--- src/rtl/core/sample_voice_interpolating_player_top_macros.svh ---
`ifndef SAMPLE_VOICE_INTERPOLATING_PLAYER_TOP_MACROS_SVH
`define SAMPLE_VOICE_INTERPOLATING_PLAYER_TOP_MACROS_SVH

// Check that cons holds in the same cycle as ante (uses the module's clk and rst_n).
`define SVIP_ASSERT_IMP(label, ante, cons, msg) \
  label: assert property (@(posedge clk) disable iff (!rst_n) (ante) |-> (cons)) \
    else $error(msg);

// Check that cons holds in the cycle after ante.
`define SVIP_ASSERT_NXT(label, ante, cons, msg) \
  label: assert property (@(posedge clk) disable iff (!rst_n) (ante) |=> (cons)) \
    else $error(msg);

`endif

--- src/rtl/core/svip_pkg.sv ---
package svip_pkg;

  // Defaults for the top-level parameters
  localparam int VOICES_DEF           = 4;
  localparam int SAMPLE_MEM_BYTES_DEF = 524288;

  // Stream widths
  localparam int IN_DATA_W  = 120;
  localparam int OUT_DATA_W = 16;

  // Field widths
  localparam int POS_W       = 34;
  localparam int FRAC_W      = 16;
  localparam int IDX_W       = POS_W - FRAC_W;
  localparam int LEN_W       = 17;
  localparam int ADDR_IN_W   = 19;
  localparam int STEP_W      = 17;
  localparam int VOL_W       = 7;
  localparam int TREM_W      = 5;
  localparam int VOICE_W     = 2;
  localparam int VOICE_EXT_W = 6;

  // Levels and limits
  localparam logic [7:0]       MID_LEVEL  = 8'h80;
  localparam logic [LEN_W-1:0] MIN_LOOP   = 17'd4;
  localparam logic [VOL_W-1:0] MAX_VOLUME = 7'd64;

  // Result queue depth (power of two)
  localparam int OQ_DEPTH = 8;

  // Request kinds
  localparam logic [1:0] OP_WRITE    = 2'd0;
  localparam logic [1:0] OP_TRIGGER  = 2'd1;
  localparam logic [1:0] OP_SET_STEP = 2'd2;
  localparam logic [1:0] OP_ADVANCE  = 2'd3;

  // How an advance forms its sample
  localparam logic [1:0] KIND_SILENT = 2'd0;
  localparam logic [1:0] KIND_EASE   = 2'd1;
  localparam logic [1:0] KIND_INTERP = 2'd2;

  typedef struct packed {
    logic [1:0]           op;
    logic [VOICE_W-1:0]   voice;
    logic [ADDR_IN_W-1:0] address;
    logic [7:0]           data_byte;
    logic [LEN_W-1:0]     sample_length;
    logic [LEN_W-1:0]     loop_start;
    logic [LEN_W-1:0]     loop_length;
    logic [7:0]           start_page;
    logic [STEP_W-1:0]    step;
    logic [VOL_W-1:0]     volume;
    logic [TREM_W-1:0]    tremolo_delta;
  } item_t;

  typedef struct packed {
    logic [POS_W-1:0]     pos;
    logic [STEP_W-1:0]    step;
    logic [ADDR_IN_W-1:0] base;
    logic [LEN_W-1:0]     len;
    logic [LEN_W-1:0]     ls;
    logic [LEN_W-1:0]     ll;
  } voice_entry_t;

  // Voice stage to sample fetch
  typedef struct packed {
    logic [1:0]           op;
    logic [VOICE_W-1:0]   voice;
    logic [1:0]           kind;
    logic [VOL_W-1:0]     vol;
    logic [IDX_W-1:0]     idx;
    logic [FRAC_W-1:0]    frac;
    logic                 looped;
    logic [IDX_W-1:0]     loop_end;
    logic [LEN_W-1:0]     loop_len;
    logic [LEN_W-1:0]     last_idx;
    logic [ADDR_IN_W-1:0] base;
    logic [ADDR_IN_W-1:0] address;
    logic [7:0]           data_byte;
  } s2_t;

endpackage

--- src/rtl/core/svip_voice.sv ---
module svip_voice #(
  parameter int VOICES = svip_pkg::VOICES_DEF
) (
  input  logic            clk,
  input  logic            rst_n,
  input  logic            in_vld,
  input  svip_pkg::item_t in_item,
  output logic            s2_vld_o,
  output svip_pkg::s2_t   s2_o
);
  import svip_pkg::*;

`include "sample_voice_interpolating_player_top_macros.svh"

  localparam int VIDX_W = (VOICES > 1) ? $clog2(VOICES) : 1;

  // Voice table: one synchronous read at accept, one write from the update stage
  voice_entry_t vmem [VOICES];
  logic [VOICES-1:0] vmem_vld_r;

  voice_entry_t rd_data_r;
  logic         rd_vld_r;
  logic         fwd_hit_r;
  voice_entry_t fwd_data_r;

  logic  s1_vld_r;
  item_t s1_item_r;

  logic [VOICE_EXT_W-1:0] in_vext;
  logic [VIDX_W-1:0]      in_idx;
  logic [VOICE_EXT_W-1:0] s1_vext;
  logic [VIDX_W-1:0]      s1_idx;
  logic                   voice_ok;

  voice_entry_t cur;
  voice_entry_t nxt;
  logic         wr_en;
  logic [1:0]   kind;

  logic [POS_W-1:0] pos_sum;
  logic [POS_W-1:0] pos_wrap;
  logic [IDX_W-1:0] loop_end;
  logic             looped;
  logic             past_loop;
  logic             past_end;
  logic [LEN_W-1:0] last_idx;
  logic [7:0]       vol_sum;
  logic [VOL_W-1:0] vol_clamp;

  logic  s2_vld_r;
  s2_t   s2_r;
  s2_t   s2_nxt;

  logic adv_interp_oneshot;
  logic oneshot_idx_ok;

  assign in_vext = VOICE_EXT_W'(in_item.voice);
  assign in_idx  = in_vext[VIDX_W-1:0];
  assign s1_vext = VOICE_EXT_W'(s1_item_r.voice);
  assign s1_idx  = s1_vext[VIDX_W-1:0];
  assign voice_ok = s1_vext < VOICE_EXT_W'(VOICES);

  // Read the voice entry as the request enters; write back the updated entry
  always_ff @(posedge clk) begin
    if (wr_en) begin
      vmem[s1_idx] <= nxt;
    end
    rd_data_r  <= vmem[in_idx];
    fwd_data_r <= nxt;
    s1_item_r  <= in_item;
  end

  // Track written entries and the read-during-write case
  always_ff @(posedge clk) begin
    if (!rst_n) begin
      vmem_vld_r <= '0;
      rd_vld_r   <= 1'b0;
      fwd_hit_r  <= 1'b0;
      s1_vld_r   <= 1'b0;
    end else begin
      if (wr_en) begin
        vmem_vld_r[s1_idx] <= 1'b1;
      end
      rd_vld_r  <= vmem_vld_r[in_idx];
      fwd_hit_r <= wr_en && (s1_idx == in_idx);
      s1_vld_r  <= in_vld;
    end
  end

  // Take the freshest copy of the entry; an unwritten entry reads as zero
  always_comb begin
    if (fwd_hit_r) begin
      cur = fwd_data_r;
    end else if (rd_vld_r) begin
      cur = rd_data_r;
    end else begin
      cur = '0;
    end
  end

  // Position arithmetic
  assign pos_sum   = cur.pos + POS_W'(cur.step);
  assign pos_wrap  = pos_sum - {1'b0, cur.ll, {FRAC_W{1'b0}}};
  assign loop_end  = {1'b0, cur.ls} + {1'b0, cur.ll};
  assign looped    = cur.ll >= MIN_LOOP;
  assign past_loop = pos_sum >= {loop_end, {FRAC_W{1'b0}}};
  assign past_end  = pos_sum[POS_W-1:FRAC_W] >= {1'b0, cur.len};
  assign last_idx  = cur.len - LEN_W'(1);

  // Clamp volume plus tremolo
  assign vol_sum   = {1'b0, s1_item_r.volume} + {3'b0, s1_item_r.tremolo_delta};
  assign vol_clamp = (vol_sum > {1'b0, MAX_VOLUME}) ? MAX_VOLUME : vol_sum[VOL_W-1:0];

  // Apply the request to the voice entry
  always_comb begin
    nxt   = cur;
    wr_en = 1'b0;
    kind  = KIND_SILENT;
    case (s1_item_r.op)
      OP_TRIGGER: begin
        if (voice_ok) begin
          wr_en    = 1'b1;
          nxt.base = s1_item_r.address;
          nxt.len  = s1_item_r.sample_length;
          nxt.ls   = s1_item_r.loop_start;
          nxt.ll   = s1_item_r.loop_length;
          nxt.pos  = {2'b0, s1_item_r.start_page, 24'b0};
          nxt.step = s1_item_r.step;
        end
      end
      OP_SET_STEP: begin
        if (voice_ok) begin
          wr_en    = 1'b1;
          nxt.step = s1_item_r.step;
        end
      end
      OP_ADVANCE: begin
        if (voice_ok && (cur.len != '0)) begin
          if (cur.step == '0) begin
            kind = KIND_EASE;
          end else if (looped) begin
            wr_en   = 1'b1;
            kind    = KIND_INTERP;
            nxt.pos = past_loop ? pos_wrap : pos_sum;
          end else if (past_end) begin
            wr_en    = 1'b1;
            kind     = KIND_EASE;
            nxt.pos  = {1'b0, last_idx, {FRAC_W{1'b0}}};
            nxt.step = '0;
          end else begin
            wr_en   = 1'b1;
            kind    = KIND_INTERP;
            nxt.pos = pos_sum;
          end
        end
      end
      default: begin
        wr_en = 1'b0;
      end
    endcase
    wr_en = wr_en && s1_vld_r;
  end

  // Hand the read plan to the sample fetch
  always_comb begin
    s2_nxt.op        = s1_item_r.op;
    s2_nxt.voice     = s1_item_r.voice;
    s2_nxt.kind      = kind;
    s2_nxt.vol       = (kind == KIND_SILENT) ? '0 : vol_clamp;
    s2_nxt.idx       = nxt.pos[POS_W-1:FRAC_W];
    s2_nxt.frac      = nxt.pos[FRAC_W-1:0];
    s2_nxt.looped    = looped;
    s2_nxt.loop_end  = loop_end;
    s2_nxt.loop_len  = cur.ll;
    s2_nxt.last_idx  = last_idx;
    s2_nxt.base      = cur.base;
    s2_nxt.address   = s1_item_r.address;
    s2_nxt.data_byte = s1_item_r.data_byte;
  end

  always_ff @(posedge clk) begin
    s2_r <= s2_nxt;
  end

  always_ff @(posedge clk) begin
    if (!rst_n) begin
      s2_vld_r <= 1'b0;
    end else begin
      s2_vld_r <= s1_vld_r;
    end
  end

  assign s2_vld_o = s2_vld_r;
  assign s2_o     = s2_r;

  assign adv_interp_oneshot = s1_vld_r && (s1_item_r.op == OP_ADVANCE) &&
                              (kind == KIND_INTERP) && !looped;
  assign oneshot_idx_ok = nxt.pos[POS_W-1:FRAC_W] < {1'b0, cur.len};

  `SVIP_ASSERT_IMP(a_wr_voice_in_range, wr_en, voice_ok, "voice table write for missing voice")
  `SVIP_ASSERT_IMP(a_oneshot_inside, adv_interp_oneshot, oneshot_idx_ok, "one-shot position past end")

endmodule

--- config.mk ---
export PLATFORM = sky130hd
export DESIGN_NAME = svip_voice
export DESIGN_NICKNAME = d
export VERILOG_FILES = /design/src/rtl/core/svip_pkg.sv /design/src/rtl/core/svip_voice.sv
export VERILOG_INCLUDE_DIRS = /design/src /design/src/rtl/core
export SDC_FILE = /design/constraint.sdc
export NUM_CORES = 1
export LEC_CHECK = 0
export ABC_AREA = 1
export BUFFER_PORTS_ARGS = -buffer_cell sky130_fd_sc_hd__buf_2
export CAP_MARGIN = 20
export CORE_MARGIN = 3
export CORE_UTILIZATION = 40
export CTS_BUF_LIST = sky130_fd_sc_hd__clkbuf_4
export CTS_CLUSTER_SIZE = 24
export DETAILED_ROUTE_END_ITERATION = 6
export PLACE_DENSITY_LB_ADDON = 0.08
export SETUP_SLACK_MARGIN = 0.1
export SLEW_MARGIN = 0
export SYNTH_ARGS = -nofsm -noshare
export SYNTH_HDL_FRONTEND = slang
export SYNTH_SLANG_ARGS = --single-unit
export TNS_END_PERCENT = 50
--- constraint.sdc ---
create_clock -name clk -period 11.43 [get_ports clk]
set_input_delay 2.286 -clock clk [delete_from_list [all_inputs] [get_ports clk]]
set_output_delay 2.286 -clock clk [all_outputs]
set_load 0.01 [all_outputs]
==> flow_summary.toml <==
[drt]
drt_iter0_drc = 1658
vias = 25470
post-route-drc-count = 0
routed_wl_um = 105000
wl_per_cell_um = 21.2
dr.pass1.iters = 5
viasPerCell = 5.14
ant_nets = 0

[timing]
clock.fmax_mhz = 123
rsz0062_at_grt = "no"
hold_viol = 0
fin_skew_ns = 0.0882
finalSetupViolations = 0
tns_ns = 0
worstMarginPinSlew_ns = 0.975
max_slew_margin_pct = 34.8
drv_slew = 0
fin_crit_sh_pct = 71.2
fin_ws_ns = 3.30
fin_crit_ns = 8.13

[pwr]
peakVddDrop_mv = 0.104
p_seq_share_pct = 50.9
p_sw_share_pct = 26.8
netSwitchingPower_uw = 2030
intPower_uw = 5540
powerDensity_nw_per_um2 = 182
p_clk_share_pct = 38.8
leakagePower_uw = 0.0174
combPwrFrac_pct = 10.2

[grt]
grt_antenna_before_repair = 3
grt_pass1_vias = 26026
grt_max_degree = 117
grt_pass1_wl_um = 158000
grt_usage_pct = 22.1
overflow = 0

[clock_network]
worst_skew_pair.late_latency_ns = 1.20
clk_pin_slew_worst_paths_ns = 0.07
post_cts_buffers = 0
h-tree-depth = 4
cts_root_buf = "clkbuf_4"
clkSinkCount = 965
hold_buffers = 0
clock_path_buffers = 3
cts_tree = "done"
cts_resized = 0
cts_buffers = 238

[critical_path]
cp_max_fo = 50
ff2ff_path_depth = 41
critPathKind = "reg -> reg"
reg2reg_from = "fwd_hit_r"
crit_top_cell = "nand2_1"
cpPeakStageDelay_ns = 0.81
crit_required_ns = 12.27
cp.arrival_ns = 8.98
startpoint = "fwd_hit_r"
cp-start-kind = "flip-flop"
rrSetupSlack_ns = 3.30
crit_slowest_cell = "dfxtp_4"
cp-end-kind = "flip-flop"

[floorplan]
dieArea_um2 = 94200
die_w_um = 307
core_um2 = 89100
initial_core_util_pct = 40.7
dieHeight_um = 307
rows = 109
top_level_ports = 269

[layout]
area_delta_synth_final_pct = 15.1
layout.nets = 3788
layout-drive-gt1-share_pct = 21.1
fill_cells = 8337

[logic_synthesis]
yosysTopAreaCell = "edfxtp_1"
synth_top_area_share_pct = 40.1
syn-cell-area_um2 = 36200
synth_nets = 3429
yosysWarnings = 0
yosysMostFrequentCell = "edfxtp_1"
synth_flop_cell = "edfxtp_1"
synth_common_cells = "edfxtp_1, dfxtp_1, nand2_1"
async_flop_share_pct = 0
synth_seq_cells = 965
synthCells = 3210
synth_edf_count = 484
synth_top_cells_by_area = "edfxtp_1, dfxtp_1, nand2_1"
ys_seq_area_share_pct = 66.7
syn_area_per_cell_um2 = 11.3
synth_cell_types = 58

[place]
place_congestion = 0.920
dp_slack_ns = 3.33
io_buffers = 268
dp_hpwl_um = 66400

[worst_hold_path]
hold_path.startpoint = "s1_item_r[89]"
min_path_type = "reg -> reg"
holdPathStages = 0

[flow_run]
drv_cap = 0

[outcome]
outcome = "completed"
## logic make-up after synthesis
group	after synthesis	synth area share, %
DFF	965	66.7
adders and majority gates	97	3.43
xor gates and xnor gates	76	1.86
AOI/OAI and AO/OA	745	12.4
buffers and inverters	399	4.86
and+or+nand+nor	928	10.8
## cell usage in the layout, fill, tap and decap left out, drive strengths merged, types with 69 or more instances in the layout
cell type,Yosys,layout
a21oi,112,112
a22oi,93,93
buf,82,303
clkbuf,102,376
clkinv,2,69
dfxtp,481,481
edfxtp,484,484
ha,93,93
inv,213,223
nand2,451,451
nand3,96,96
nor2,327,327
o21ai,327,327
o22ai,132,132
## stage by stage
step / util, % / cell area [um^2] / cells / hold WS (ns) / total power, uW
2_1_floorplan: - / 36200 / 3210 / 0.310 / 4410
3_3_place_gp: 43.1 / 38400 / 4494 / 0.310 / 4690
3_5_place_dp: 43.1 / 38400 / 4494 / 0.312 / 4710
4_1_cts: 46.8 / 41700 / 4947 / 0.314 / 7670
5_1_grt: 46.8 / 41700 / 4952 / 0.338 / 7950
6_report: 46.8 / 41700 / 4958 / 0.318 / 7570
## critical path, delay by kind of cell, from the launching register on
family / cells / cell delay (ns)
simple gates: 24 / 3.26
compound gates: 10 / 2.21
flops: 1 / 0.81
fa+ha+maj: 2 / 0.65
buf+inv: 4 / 0.60
xor+xnor: 1 / 0.14
## path summary, 6_finish.rpt
| kind | endpoint |
|---|---|
| worst max-delay path | vmem[2][120] |
| worst min-delay path | s2_o[1] |
| worst max register to register | vmem[2][120] |
| worst min register to register | s2_o[1] |
## layer usage
| layer | wire [um] | vias to the layer above | GRT usage (%) | part of all wire (%) |
|---|---|---|---|---|
| li1 | - | 12107 | - | - |
| met1 | 47800 | 12505 | 29.8 | 45 |
| met2 | 49400 | 708 | 35.9 | 47 |
| met3 | 5560 | 148 | 4.41 | 5.3 |
| met4 | 2340 | 2 | 7.48 | 2.2 |
| met5 | 13 | - | 0 | 0.012 |
## final cells by class
type | instances | area (um^2) | area share (%)
clock inverters | 77 | 442 | 1.06
flip-flops and latches | 965 | 24200 | 58.0
well taps | 1165 | 1460 | 3.50
multi-input cells | 1846 | 10300 | 24.8
inverters | 215 | 813 | 1.95
repair buffers | 303 | 1640 | 3.93
diodes | 11 | 27.5 | 0.0660
clock buffers | 376 | 2820 | 6.77
## flip-flops by register name, summed over array words and instances, names as in the netlist
signal	cells
fwd_data_r	89
fwd_hit_r	1
rd_data_r	121
rd_vld_r	1
s1_idx	2
s1_item_r	117
s1_vld_r	1
s2_o	144
s2_vld_o	1
vmem	484
vmem_vld_r	4
## power groups by stage
stage	sequential (uW)	combinational (uW)	clock, uW
after detailed placement	3930	773	0
after global routing	3870	852	3240
after global placement	3930	763	0
after CTS	3860	776	3040
final	3860	776	2940
after floorplan	3930	485	0
(Power assumes the default switching activity.)
